### config.mk
export PLATFORM = sky130hd
export DESIGN_NAME = sparse_row_merge_add_sub_core
export DESIGN_NICKNAME = d
export VERILOG_FILES = /design/src/rtl/srma_pkg.sv /design/src/rtl/srma_front.sv /design/src/rtl/srma_queue.sv /design/src/rtl/srma_back.sv /design/src/rtl/sparse_row_merge_add_sub_core.sv
export SDC_FILE = /design/constraint.sdc
export NUM_CORES = 2
export LEC_CHECK = 0
export BUFFER_PORTS_ARGS = -buffer_cell sky130_fd_sc_hd__clkbuf_2
export CAP_MARGIN = 10
export CORE_ASPECT_RATIO = 0.75
export CORE_MARGIN = 5
export CORE_UTILIZATION = 35
export DETAILED_ROUTE_END_ITERATION = 16
export PLACE_DENSITY_LB_ADDON = 0.05
export SLEW_MARGIN = 0
export SYNTH_ARGS = -nofsm -noshare
export SYNTH_HDL_FRONTEND = slang
export SYNTH_SLANG_ARGS = --single-unit
### constraint.sdc
create_clock -name clock -period 7.9 [get_ports clock]
set_input_delay 0.395 -clock clock [delete_from_list [all_inputs] [get_ports clock]]
set_output_delay 0.395 -clock clock [all_outputs]
set_load 0.03 [all_outputs]
### src/rtl/srma_pkg.sv
// Shared types and constants for the sparse row merge add/sub block.
package srma_pkg;

   localparam int COL_W            = 16;
   localparam int VAL_W            = 32;
   localparam int POS_W            = 6;
   localparam int ROW_CAPACITY_DEF = 32;
   localparam int QUEUE_DEPTH      = 4;   // power of two

   // request codes on req_type
   localparam logic [1:0] REQ_LOAD_A = 2'd0;
   localparam logic [1:0] REQ_LOAD_B = 2'd1;
   localparam logic [1:0] REQ_MERGE  = 2'd2;

   typedef enum logic [1:0] {
      KIND_LOAD_A = 2'd0,
      KIND_LOAD_B = 2'd1,
      KIND_MERGE  = 2'd2
   } kind_type;

   typedef struct packed {
      kind_type                kind;
      logic [COL_W-1:0]        column;
      logic signed [VAL_W-1:0] value;
   } cmd_type;

   typedef enum logic [2:0] {
      ST_IDLE  = 3'b001,
      ST_PRIME = 3'b010,
      ST_RUN   = 3'b100
   } merge_state_type;

endpackage

### src/rtl/srma_front.sv
// Front end: takes request words, decodes them and hands commands to the queue.
module srma_front (
   input  logic                          clock,
   input  logic                          reset,
   input  logic                          req_valid,
   output logic                          req_stall,
   input  logic [1:0]                    req_type,
   input  logic [srma_pkg::COL_W-1:0]    req_column,
   input  logic signed [srma_pkg::VAL_W-1:0] req_value,
   output logic                          push_valid,
   output srma_pkg::cmd_type             push_cmd,
   input  logic                          push_ready
);

   logic              valid_ff, valid_in;
   srma_pkg::cmd_type cmd_ff, cmd_in;
   logic              accept;
   logic              is_cmd;
   srma_pkg::kind_type kind;

   assign req_stall  = valid_ff && !push_ready;
   assign accept     = req_valid && !req_stall;
   assign push_valid = valid_ff;
   assign push_cmd   = cmd_ff;

   always_comb begin
      is_cmd = 1'b1;
      kind   = srma_pkg::KIND_LOAD_A;
      case (req_type)
         srma_pkg::REQ_LOAD_A: kind = srma_pkg::KIND_LOAD_A;
         srma_pkg::REQ_LOAD_B: kind = srma_pkg::KIND_LOAD_B;
         srma_pkg::REQ_MERGE:  kind = srma_pkg::KIND_MERGE;
         default:              is_cmd = 1'b0;   // unused code, dropped
      endcase
   end

   always_comb begin
      cmd_in   = cmd_ff;
      valid_in = valid_ff && !push_ready;
      if (accept) begin
         valid_in      = is_cmd;
         cmd_in.kind   = kind;
         cmd_in.column = req_column;
         cmd_in.value  = req_value;
      end
   end

   always_ff @(posedge clock) begin
      if (reset) begin
         valid_ff <= 1'b0;
      end else begin
         valid_ff <= valid_in;
      end
   end

   always_ff @(posedge clock) begin
      cmd_ff <= cmd_in;
   end

endmodule

### src/rtl/srma_queue.sv
// Short command queue between the front end and the merge engine.
module srma_queue (
   input  logic              clock,
   input  logic              reset,
   input  logic              push_valid,
   input  srma_pkg::cmd_type push_cmd,
   output logic              push_ready,
   output logic              pop_valid,
   output srma_pkg::cmd_type pop_cmd,
   input  logic              pop
);

   localparam int DEPTH = srma_pkg::QUEUE_DEPTH;
   localparam int PTR_W = $clog2(DEPTH);
   localparam int CNT_W = $clog2(DEPTH + 1);

   srma_pkg::cmd_type  slot_ff [DEPTH];
   logic [PTR_W-1:0]   wr_ptr_ff, wr_ptr_in;
   logic [PTR_W-1:0]   rd_ptr_ff, rd_ptr_in;
   logic [CNT_W-1:0]   count_ff, count_in;
   logic               do_push, do_pop;

   assign push_ready = (count_ff != CNT_W'(DEPTH));
   assign pop_valid  = (count_ff != '0);
   assign pop_cmd    = slot_ff[rd_ptr_ff];
   assign do_push    = push_valid && push_ready;
   assign do_pop     = pop && pop_valid;

   always_comb begin
      wr_ptr_in = do_push ? wr_ptr_ff + 1'b1 : wr_ptr_ff;
      rd_ptr_in = do_pop  ? rd_ptr_ff + 1'b1 : rd_ptr_ff;
      count_in  = count_ff;
      if (do_push && !do_pop) begin
         count_in = count_ff + 1'b1;
      end else if (do_pop && !do_push) begin
         count_in = count_ff - 1'b1;
      end
   end

   always_ff @(posedge clock) begin
      if (reset) begin
         wr_ptr_ff <= '0;
         rd_ptr_ff <= '0;
         count_ff  <= '0;
      end else begin
         wr_ptr_ff <= wr_ptr_in;
         rd_ptr_ff <= rd_ptr_in;
         count_ff  <= count_in;
      end
   end

   always_ff @(posedge clock) begin
      if (do_push) begin
         slot_ff[wr_ptr_ff] <= push_cmd;
      end
   end

endmodule

### src/rtl/srma_back.sv
// Back end: row storage, two-pointer merge engine and result register.
module srma_back #(
   parameter int ROW_CAPACITY = srma_pkg::ROW_CAPACITY_DEF
) (
   input  logic                              clock,
   input  logic                              reset,
   input  logic                              cmd_valid,
   input  srma_pkg::cmd_type                 cmd,
   output logic                              cmd_pop,
   input  logic                              csr_wr_en,
   input  logic                              csr_wr_data,
   output logic                              rsp_valid,
   input  logic                              rsp_stall,
   output logic [srma_pkg::COL_W-1:0]        rsp_column_res,
   output logic signed [srma_pkg::VAL_W-1:0] rsp_value_res,
   output logic                              rsp_present,
   output logic [srma_pkg::POS_W-1:0]        rsp_position,
   output logic                              rsp_overflow,
   output logic                              rsp_saturated,
   output logic                              rsp_last
);

   localparam int COL_W = srma_pkg::COL_W;
   localparam int VAL_W = srma_pkg::VAL_W;
   localparam int POS_W = srma_pkg::POS_W;
   localparam int IDX_W = (ROW_CAPACITY > 1) ? $clog2(ROW_CAPACITY) : 1;
   localparam int CNT_W = $clog2(ROW_CAPACITY + 1);
   localparam logic [CNT_W-1:0] CAP = CNT_W'(ROW_CAPACITY);

   // row storage
   logic [COL_W-1:0] a_col_mem [ROW_CAPACITY];
   logic [VAL_W-1:0] a_val_mem [ROW_CAPACITY];
   logic [COL_W-1:0] b_col_mem [ROW_CAPACITY];
   logic [VAL_W-1:0] b_val_mem [ROW_CAPACITY];

   logic [COL_W-1:0] a_col_rd_ff, b_col_rd_ff;
   logic [VAL_W-1:0] a_val_rd_ff, b_val_rd_ff;
   logic             a_we, b_we;
   logic [IDX_W-1:0] a_raddr, b_raddr;

   srma_pkg::merge_state_type state_ff, state_in;
   logic [CNT_W-1:0] a_cnt_ff, a_cnt_in, b_cnt_ff, b_cnt_in;
   logic [CNT_W-1:0] ia_ff, ia_in, ib_ff, ib_in;
   logic [POS_W-1:0] pos_ff, pos_in;
   logic             drop_ff, drop_in;
   logic             sub_ff;

   logic                     rsp_valid_ff, rsp_valid_in;
   logic [COL_W-1:0]         column_ff, column_in;
   logic signed [VAL_W-1:0]  value_ff, value_in;
   logic                     present_ff, present_in;
   logic [POS_W-1:0]         position_ff, position_in;
   logic                     overflow_ff, overflow_in;
   logic                     saturated_ff, saturated_in;
   logic                     last_ff, last_in;

   logic                     out_free;
   logic                     a_left, b_left, take_a, take_b;
   logic signed [VAL_W:0]    op_a, op_b, sum;

   assign out_free = !rsp_valid_ff || !rsp_stall;
   assign a_left   = ia_ff < a_cnt_ff;
   assign b_left   = ib_ff < b_cnt_ff;
   assign take_a   = !b_left || (a_left && (a_col_rd_ff < b_col_rd_ff));
   assign take_b   = !take_a && (!a_left || (a_col_rd_ff > b_col_rd_ff));
   assign op_a     = take_b ? '0 : {a_val_rd_ff[VAL_W-1], a_val_rd_ff};
   assign op_b     = take_a ? '0 : {b_val_rd_ff[VAL_W-1], b_val_rd_ff};
   assign sum      = sub_ff ? op_a - op_b : op_a + op_b;

   always_comb begin
      state_in     = state_ff;
      a_cnt_in     = a_cnt_ff;
      b_cnt_in     = b_cnt_ff;
      ia_in        = ia_ff;
      ib_in        = ib_ff;
      pos_in       = pos_ff;
      drop_in      = drop_ff;
      cmd_pop      = 1'b0;
      a_we         = 1'b0;
      b_we         = 1'b0;
      rsp_valid_in = rsp_valid_ff && rsp_stall;
      column_in    = column_ff;
      value_in     = value_ff;
      present_in   = present_ff;
      position_in  = position_ff;
      overflow_in  = overflow_ff;
      saturated_in = saturated_ff;
      last_in      = last_ff;

      case (state_ff)
         srma_pkg::ST_IDLE: begin
            if (cmd_valid) begin
               case (cmd.kind)
                  srma_pkg::KIND_LOAD_A: begin
                     cmd_pop = 1'b1;
                     if (a_cnt_ff < CAP) begin
                        a_we     = 1'b1;
                        a_cnt_in = a_cnt_ff + 1'b1;
                     end else begin
                        drop_in = 1'b1;
                     end
                  end
                  srma_pkg::KIND_LOAD_B: begin
                     cmd_pop = 1'b1;
                     if (b_cnt_ff < CAP) begin
                        b_we     = 1'b1;
                        b_cnt_in = b_cnt_ff + 1'b1;
                     end else begin
                        drop_in = 1'b1;
                     end
                  end
                  srma_pkg::KIND_MERGE: begin
                     if (a_cnt_ff == '0 && b_cnt_ff == '0) begin
                        // empty row: a single not-present word
                        if (out_free) begin
                           cmd_pop      = 1'b1;
                           rsp_valid_in = 1'b1;
                           column_in    = '0;
                           value_in     = '0;
                           present_in   = 1'b0;
                           position_in  = '0;
                           overflow_in  = drop_ff;
                           saturated_in = 1'b0;
                           last_in      = 1'b1;
                           drop_in      = 1'b0;
                        end
                     end else begin
                        cmd_pop  = 1'b1;
                        pos_in   = '0;
                        state_in = srma_pkg::ST_PRIME;
                     end
                  end
                  default: cmd_pop = 1'b1;
               endcase
            end
         end
         srma_pkg::ST_PRIME: begin
            // read registers now hold entry 0 of each list
            state_in = srma_pkg::ST_RUN;
         end
         srma_pkg::ST_RUN: begin
            if (out_free) begin
               ia_in = take_b ? ia_ff : ia_ff + 1'b1;
               ib_in = take_a ? ib_ff : ib_ff + 1'b1;
               rsp_valid_in = 1'b1;
               column_in    = take_b ? b_col_rd_ff : a_col_rd_ff;
               present_in   = 1'b1;
               position_in  = pos_ff;
               overflow_in  = drop_ff;
               saturated_in = sum[VAL_W] != sum[VAL_W-1];
               if (sum[VAL_W] != sum[VAL_W-1]) begin
                  value_in = sum[VAL_W] ? {1'b1, {(VAL_W-1){1'b0}}}
                                        : {1'b0, {(VAL_W-1){1'b1}}};
               end else begin
                  value_in = sum[VAL_W-1:0];
               end
               last_in = (ia_in >= a_cnt_ff) && (ib_in >= b_cnt_ff);
               pos_in  = pos_ff + 1'b1;
               if (last_in) begin
                  state_in = srma_pkg::ST_IDLE;
                  ia_in    = '0;
                  ib_in    = '0;
                  a_cnt_in = '0;
                  b_cnt_in = '0;
                  drop_in  = 1'b0;
               end
            end
         end
         default: state_in = srma_pkg::ST_IDLE;
      endcase

      a_raddr = (ia_in < CAP) ? ia_in[IDX_W-1:0] : '0;
      b_raddr = (ib_in < CAP) ? ib_in[IDX_W-1:0] : '0;
   end

   always_ff @(posedge clock) begin
      if (reset) begin
         state_ff     <= srma_pkg::ST_IDLE;
         a_cnt_ff     <= '0;
         b_cnt_ff     <= '0;
         ia_ff        <= '0;
         ib_ff        <= '0;
         pos_ff       <= '0;
         drop_ff      <= 1'b0;
         sub_ff       <= 1'b0;
         rsp_valid_ff <= 1'b0;
      end else begin
         state_ff     <= state_in;
         a_cnt_ff     <= a_cnt_in;
         b_cnt_ff     <= b_cnt_in;
         ia_ff        <= ia_in;
         ib_ff        <= ib_in;
         pos_ff       <= pos_in;
         drop_ff      <= drop_in;
         rsp_valid_ff <= rsp_valid_in;
         if (csr_wr_en) begin
            sub_ff <= csr_wr_data;
         end
      end
   end

   always_ff @(posedge clock) begin
      column_ff    <= column_in;
      value_ff     <= value_in;
      present_ff   <= present_in;
      position_ff  <= position_in;
      overflow_ff  <= overflow_in;
      saturated_ff <= saturated_in;
      last_ff      <= last_in;
   end

   // list memories: one write and one registered read per list
   always_ff @(posedge clock) begin
      if (a_we) begin
         a_col_mem[a_cnt_ff[IDX_W-1:0]] <= cmd.column;
         a_val_mem[a_cnt_ff[IDX_W-1:0]] <= cmd.value;
      end
      a_col_rd_ff <= a_col_mem[a_raddr];
      a_val_rd_ff <= a_val_mem[a_raddr];
   end

   always_ff @(posedge clock) begin
      if (b_we) begin
         b_col_mem[b_cnt_ff[IDX_W-1:0]] <= cmd.column;
         b_val_mem[b_cnt_ff[IDX_W-1:0]] <= cmd.value;
      end
      b_col_rd_ff <= b_col_mem[b_raddr];
      b_val_rd_ff <= b_val_mem[b_raddr];
   end

   assign rsp_valid      = rsp_valid_ff;
   assign rsp_column_res = column_ff;
   assign rsp_value_res  = value_ff;
   assign rsp_present    = present_ff;
   assign rsp_position   = position_ff;
   assign rsp_overflow   = overflow_ff;
   assign rsp_saturated  = saturated_ff;
   assign rsp_last       = last_ff;

endmodule

### src/rtl/sparse_row_merge_add_sub_core.sv
// Top level of the sparse row merge add/sub block.
//
// Usage: req_ words load one (column, value) entry of row A (req_type 0) or
// row B (req_type 1), or end the row (req_type 2); code 3 is taken and
// ignored. Ending the row merges both lists in column order and sends one
// rsp_ word per merged entry, A+B or A-B by csr_wr_data (subtract when 1),
// with Q16.16 saturation. An empty row gives one word with rsp_present 0.
// Loads past ROW_CAPACITY per list are dropped and reported as
// rsp_overflow on every word of that row.
// Timing: the front register and queue pass one word per cycle, so loads
// sustain one per cycle while no merge is running. Ending a row pops the
// end-of-row word in the idle state, primes the list read registers in
// the prime state, then the single merge unit emits one result per cycle
// while rsp_stall is low. An empty row answers from the idle state without
// priming. Loads behind an end-of-row word wait in the queue until that
// merge finishes.
// Reset clears counts, flags, queue and valids; subtract mode returns to add.
// When rsp_stall is high the result register holds and the merge pauses;
// the queue keeps taking words until it fills, then req_stall rises.
module sparse_row_merge_add_sub_core #(
   parameter int ROW_CAPACITY = srma_pkg::ROW_CAPACITY_DEF
) (
   input  logic                              clock,
   input  logic                              reset,
   input  logic                              req_valid,
   output logic                              req_stall,
   input  logic [1:0]                        req_type,
   input  logic [srma_pkg::COL_W-1:0]        req_column,
   input  logic signed [srma_pkg::VAL_W-1:0] req_value,
   input  logic                              csr_wr_en,
   input  logic                              csr_wr_data,
   output logic                              rsp_valid,
   input  logic                              rsp_stall,
   output logic [srma_pkg::COL_W-1:0]        rsp_column_res,
   output logic signed [srma_pkg::VAL_W-1:0] rsp_value_res,
   output logic                              rsp_present,
   output logic [srma_pkg::POS_W-1:0]        rsp_position,
   output logic                              rsp_overflow,
   output logic                              rsp_saturated,
   output logic                              rsp_last
);

   // front -> queue
   logic              push_valid, push_ready;
   srma_pkg::cmd_type push_cmd;
   // queue -> merge engine
   logic              pop_valid, pop;
   srma_pkg::cmd_type pop_cmd;

   srma_front u_front (
      .clock      (clock),
      .reset      (reset),
      .req_valid  (req_valid),
      .req_stall  (req_stall),
      .req_type   (req_type),
      .req_column (req_column),
      .req_value  (req_value),
      .push_valid (push_valid),
      .push_cmd   (push_cmd),
      .push_ready (push_ready)
   );

   srma_queue u_queue (
      .clock      (clock),
      .reset      (reset),
      .push_valid (push_valid),
      .push_cmd   (push_cmd),
      .push_ready (push_ready),
      .pop_valid  (pop_valid),
      .pop_cmd    (pop_cmd),
      .pop        (pop)
   );

   srma_back #(
      .ROW_CAPACITY (ROW_CAPACITY)
   ) u_back (
      .clock          (clock),
      .reset          (reset),
      .cmd_valid      (pop_valid),
      .cmd            (pop_cmd),
      .cmd_pop        (pop),
      .csr_wr_en      (csr_wr_en),
      .csr_wr_data    (csr_wr_data),
      .rsp_valid      (rsp_valid),
      .rsp_stall      (rsp_stall),
      .rsp_column_res (rsp_column_res),
      .rsp_value_res  (rsp_value_res),
      .rsp_present    (rsp_present),
      .rsp_position   (rsp_position),
      .rsp_overflow   (rsp_overflow),
      .rsp_saturated  (rsp_saturated),
      .rsp_last       (rsp_last)
   );

endmodule
* After elaboration in Yosys (flattened, before gate mapping) *
Memory sizes are Yosys's and may differ from the RTL's. A register that Yosys moved wholly into a read port is not among the register bits.
Cells that the tools add are included.
Widths: inputs -> output; s select.

operators by class
  mux-type cells = 111
  order comparisons = 10
  add/subtract/negate cells = 11
  equal/unequal tests = 25
  reduce and logical (&&, ||, !) cells = 38

operator list
  cell                 number
  $mux 32              7
  $mux 6               25
  $mux 33              3
  $mux 16              6
  $pmux 32 s2          1
  $pmux 6 s2           4
  $mux 1               44
  $add 33x33->33       1
  $sub 33x33->33       1
  $pmux 16 s2          1
  $add 6x1->6 const B  5
  $lt 6x6->1 const B   4
  $mux 3               7
  $reduce_and 6->1     3
  $gt 16x16->1         1
  $lt 16x16->1         1
  $ge 6x6->1           2
  $logic_not 6->1      2
  $lt 6x6->1           2
  $ne 2x1->1 const B   6
  $pmux 1 s2           6
  $logic_and 1x1->1    11
  $mux 5               2
  $ne 2x2->1 const B   5
  other kinds (25)     45

word-level totals
  logic and storage cells = 223
  register bits after elaboration = 152
  input port bits = 56
  memories = 5
  RAM bits = 3272
  output and inout port bits = 60

memories
  memory            depth  bits a word  read ports  clocked after Yosys merged registers in  wr ports  line              text
  u_back.a_val_mem  32     32           1           1                                        1         srma_back.sv:32   logic [VAL_W-1:0] a_val_mem [ROW_CAPACITY];
  u_back.b_val_mem  32     32           1           1                                        1         srma_back.sv:34   logic [VAL_W-1:0] b_val_mem [ROW_CAPACITY];
  u_back.a_col_mem  32     16           1           1                                        1         srma_back.sv:31   logic [COL_W-1:0] a_col_mem [ROW_CAPACITY];
  u_back.b_col_mem  32     16           1           1                                        1         srma_back.sv:33   logic [COL_W-1:0] b_col_mem [ROW_CAPACITY];
  u_queue.slot_ff   4      50           1           1                                        1         srma_queue.sv:17  srma_pkg::cmd_type slot_ff [DEPTH];

* Longest topological paths before layout *
  depth after elaboration = 13
  gate-level depth with buffers = 33
  depth with buffers taken out = 26

* Cells and area by module *
From an unflattened synthesis, not the netlist that was laid out.

second synthesis, totals
  cells, all modules = 9427
  area, all modules = 140633.6 um^2

modules (own cells, without submodules)
  module      seq. area each (um^2)  cells each  instances  area each (um^2)
  srma_back   96632.7                9059        1          131318.4
  srma_queue  6185.9                 310         1          7737.4
  srma_front  1521.5                 58          1          1577.8

* Worst setup path before layout *
OpenSTA, ideal clock, no wires.

  path type = flip-flop to flip-flop
  from = register with a tool-made name
  to = register u_back.column_ff[0], in the netlist u_back.rsp_column_res[0] (enable)
  required time = 7343 ps
  setup time = 557 ps
  path buffers = 1
  arrival time = 5777 ps
  clock period less this slack = 6334 ps
  stages on the path, launching flop included = 8
  path slack = 1566 ps
  cell sequence = dfxtp_1 > clkbuf_1 > mux4_2 > nor2b_1 > inv_1 > nor2_1 > a21oi_1 > a211oi_1

RTL lines
  item                  line              text
  end signal, assigned  srma_back.sv:203  column_ff <= column_in;
  end, declared         srma_back.sv:49   logic [COL_W-1:0] column_ff, column_in;

* Worst setup path in the final report *
  from = register u_back.a_col_rd_ff[8] (read register of u_back.a_col_mem)
  to = register u_back.a_col_rd_ff[3] (read register of u_back.a_col_mem)

on the way
  word-level cells in the longest chain between the ends = 13
  elaborated cells between the ends (all ways) = 17
  classes of those cells = 5 x order compare; 6 x mux; 6 x reduce/logical

RTL lines
  item               line              text
  start, declared    srma_back.sv:36   logic [COL_W-1:0] a_col_rd_ff, b_col_rd_ff;
  $lt 16x16->1       srma_back.sv:64   assign take_a = !b_left || (a_left && (a_col_rd_ff < b_col_rd_ff));
  $logic_and 1x1->1  srma_back.sv:64
  $logic_or 1x1->1   srma_back.sv:64
  $logic_not 1->1    srma_back.sv:65   assign take_b = !take_a && (!a_left || (a_col_rd_ff > b_col_rd_ff));
  $logic_and 1x1->1  srma_back.sv:65
  $mux 6             srma_back.sv:143  ia_in = take_b ? ia_ff : ia_ff + 1'b1;
  $ge 6x6->1         srma_back.sv:157  last_in = (ia_in >= a_cnt_ff) && (ib_in >= b_cnt_ff);
  $logic_and 1x1->1  srma_back.sv:157
  $mux 6 *           srma_back.sv:159  if (last_in) begin
  $mux 6 *           srma_back.sv:142  if (out_free) begin
  $mux 6 *           srma_back.sv:90   case (state_ff)
  $lt 6x6->1         srma_back.sv:172  a_raddr = (ia_in < CAP) ? ia_in[IDX_W-1:0] : '0;
  $mux 5 *           srma_back.sv:172

Mark *: on every way between the ends. The rest lies on a longest branch, timed or not.
A chain may end at the register's enable or synchronous reset.

==> results.yml <==
sta:
  max_slew_margin_pct: 18.2
  skew_ps: 44.2
  hold_viol_final: 0
  worst_pin_slew_ps: 1220
  final-setup-viol-count: 0
  fin_crit_ps: 7690
  final_max_slew_viol_count: 0
  finalSetupTns_ps: 0
  fmax_mhz: 130
  period_share_pct: 97.3
  finalWorstSetupSlack_ps: 213
  rsz0062_at_grt: "false"
  whs_ps: 93.3
global_routing:
  grt_use_total_pct: 25.0
  grt_pass1_wl_um: 746000
  grt_pass1_vias: 89000
  grt-ovfl-total: 0
  antenna_found_initial: 36
  grt_max_degree: 94
run:
  cap_viol_max_count: 0
final_layout:
  finalNetCount: 9879
  utilization_pct: 40.7
  area.growth.synth_to_final_pct: 15.8
  drive_above_1_share_pct: 13.8
min_path:
  holdCritStartpoint: "reset"
  hold_path.class: "input pin to register"
  min_to: "u_back.ia_ff[0]$_SDFF_PP0_"
  worstHoldPathCells: 3
power:
  cellPowerDensity_mw_per_mm2: 310
  power.leakage_uw: 0.0538
  ir_drop_mv: 0.218
logic_synthesis:
  async_flop_share_pct: 0
  synth_fp_nets: 9651
  synthesis.area_mm2: 0.142
  ys_seq_elements: 3522
  synth_ff_type: "edfxtp_1"
  synth.avg_cell_area_um2: 15.0
  synth_cell_types: 89
  synthCells: 9506
  synth_seq_area_share_pct: 73.4
  synth_edf_count: 3380
  yosys_warnings: 0
drt:
  drtIter0Drc: 12200
  ant_nets: 0
  routed_wl_um: 544000
  drtPass1Iterations: 9
  drc: 0
  via_count: 93300
  vias_per_cell: 6.03
  drt-wirelength-per-cell_um: 35.2
setup_path:
  regToRegSetupSlack_ps: 210
  worst_setup_path_end_kind: "register"
  r2r-start: "u_back.a_col_rd_ff[8]$_DFF_P_"
  crit_required_ps: 8500
  path_class: "register to register"
  arrival_ps: 8290
  path_max_fanout: 26
  rr_worst_depth: 20
  start_kind: "register"
  r2r-end: "u_back.a_col_rd_ff[3]$_DFF_P_"
clock_network:
  cts_sinks: 3522
  clock_path_buffers: 4
  post-cts-setup-buffers: 0
  cts_tree: "built"
  clock_latency_ps: 990
  clk_pin_slew_ps: 60
  clockRootBuffer: "clkbuf_16"
  cts_buffers: 371
  htree_num_levels: 5
floorplanning:
  start_util_pct: 35.2
  die_h_um: 562
  row_count: 202
  die_w_um: 746
  coreArea_mm2: 0.404
  ios: 116
  die_area_mm2: 0.419
place:
  place.gp.congestion: 0.845
  hpwl_um: 316000
  place_ws_ps: 389
  io_buffer_count: 115
outcome:
  status: "finished clean"
## power breakdown
group          switching (µW)  total [µW]  internal [µW]  leakage (µW)
Clock                    7580       17500           9960       0.00581
Combinational            7550        9770           2220        0.0164
Sequential                544       23700          23200        0.0316
## synthesized netlist by cell type, drive strengths merged, types with 47 or more instances
| master | instances | area share, % |
|---|---|---|
| a211o | 49 | 0.30 |
| a211oi | 148 | 0.78 |
| a21oi | 378 | 1.3 |
| a221o | 97 | 0.68 |
| a221oi | 136 | 0.84 |
| a222oi | 148 | 1.0 |
| a22o | 98 | 0.60 |
| a22oi | 184 | 0.97 |
| a31oi | 208 | 0.92 |
| a32o | 47 | 0.33 |
| a41oi | 52 | 0.32 |
| and2 | 89 | 0.39 |
| and3 | 71 | 0.31 |
| buf | 191 | 0.65 |
| clkbuf | 585 | 1.5 |
| dfxtp | 142 | 2.0 |
| edfxtp | 3380 | 71 |
| ha | 87 | 0.77 |
| inv | 50 | 0.13 |
| mux2 | 83 | 0.66 |
| mux2i | 213 | 1.5 |
| mux4 | 50 | 0.79 |
| nand2 | 900 | 2.4 |
| nand3 | 427 | 1.5 |
| nor2 | 186 | 0.49 |
| nor2b | 53 | 0.23 |
| o2111ai | 84 | 0.52 |
| o211ai | 124 | 0.67 |
| o21a | 54 | 0.29 |
| o21ai | 569 | 2.0 |
| o221ai | 94 | 0.58 |
| o32ai | 84 | 0.52 |
## worst max-delay path by stage
| stage | start | to | slack, ps | depth (start not counted) |
|---|---|---|---|---|
| floorplan | register | u_back.rsp_column_res[0]$_SDFFCE_PN0P_ | 1570 | 7 |
| global placement | u_back.b_col_rd_ff[5]$_DFF_P_ | u_back.a_col_rd_ff[3]$_DFF_P_ | 250 | 21 |
| detailed placement | u_back.b_col_rd_ff[5]$_DFF_P_ | u_back.a_col_rd_ff[3]$_DFF_P_ | 390 | 21 |
| CTS | u_back.a_col_rd_ff[8]$_DFF_P_ | u_back.a_col_rd_ff[3]$_DFF_P_ | 360 | 20 |
| global route | u_back.b_col_rd_ff[5]$_DFF_P_ | u_back.a_col_rd_ff[3]$_DFF_P_ | 7 | 21 |
| finish | u_back.a_col_rd_ff[8]$_DFF_P_ | u_back.a_col_rd_ff[3]$_DFF_P_ | 210 | 20 |
## registers in the layout (all words and copies together) (netlist names), 2 cells and up, named ones only
register,flops
u_front.push_cmd,50
u_back.a_val_mem,1024
u_back.b_col_mem,512
u_back.rsp_position,6
u_back.ib_ff,6
u_back.b_val_rd_ff,32
u_queue.wr_ptr_ff,2
u_queue.rd_ptr_ff,2
u_back.state_ff,3
u_back.a_col_mem,512
u_back.b_val_mem,1024
u_back.rsp_column_res,16
u_queue.slot_ff,200
u_back.b_cnt_ff,6
u_back.a_col_rd_ff,16
u_back.a_cnt_ff,6
u_queue.count_ff,3
u_back.rsp_value_res,32
u_back.a_val_rd_ff,32
u_back.b_col_rd_ff,16
u_back.pos_ff,6
u_back.ia_ff,6
## layer usage
metal	wire length, µm	global-route usage [%]
met1	254000	38.5
met2	234000	37.1
met3	42600	3.66
met4	13100	5.84
met5	13	0
## critical path: stages (launching register included)
cell	delay [ps]
dfxtp_1	720
ha_1	360
nand4_1	110
or2_1	150
a211o_1	130
o211ai_1	320
buf_4	290
a2111oi_0	600
xor2_1	150
ha_1	330
a21o_1	160
a21oi_1	240
o211ai_1	220
nand2_2	450
a21oi_1	210
o21ai_4	700
nand2_4	480
buf_4	400
a221o_1	320
o211ai_1	230
nand4_1	640
## final cells by class
type	count	area [µm²]
timing repair buffer	631	5680
fill	36900	240000
clock inverter	189	1920
tap	5406	6760
inverter	53	200
antenna	16	40.0
clock buffer	497	10000
multi-input combinational	5155	35600
sequential	3522	104000
## cell families (layout without fill, tap and decap cells)
logic type,after synthesis,after routing,share of synthesized area [%]
simple gates,1836,1836,5.81
fa+ha+maj,89,89,0.794
other cells,0,16,0
flops,3522,3522,73.4
buf+inv,829,1370,2.34
xor+xnor,75,75,0.462
compound gates,2809,2809,14.3
mux,346,346,2.95
## layout by cell type (no fill, tap or decap), drive strengths merged, types with 186 or more instances in the layout
cell type,count
edfxtp,3380
a21oi,378
clkbuf,613
nand2,900
mux2i,213
nor2,186
o21ai,569
nand3,427
buf,459
a31oi,208
## repair_timing
item / 4_1_cts / 5_1_grt
hold buffers: 56 / 0
resized for setup: 0 / 1
endpoints found under the hold margin: 54 / 0
setup endpoints to repair: 0 / 1
## through the flow
stage	power (µW)	instance area, µm²	std cells
after floorplan	28500	142000	9506
final	51000	165000	15500
after CTS	51300	165000	15500
after detailed placement	33800	152000	14700
after global routing	52600	165000	15500
after global placement	33700	152000	14700
(Power assumes the default switching activity.)
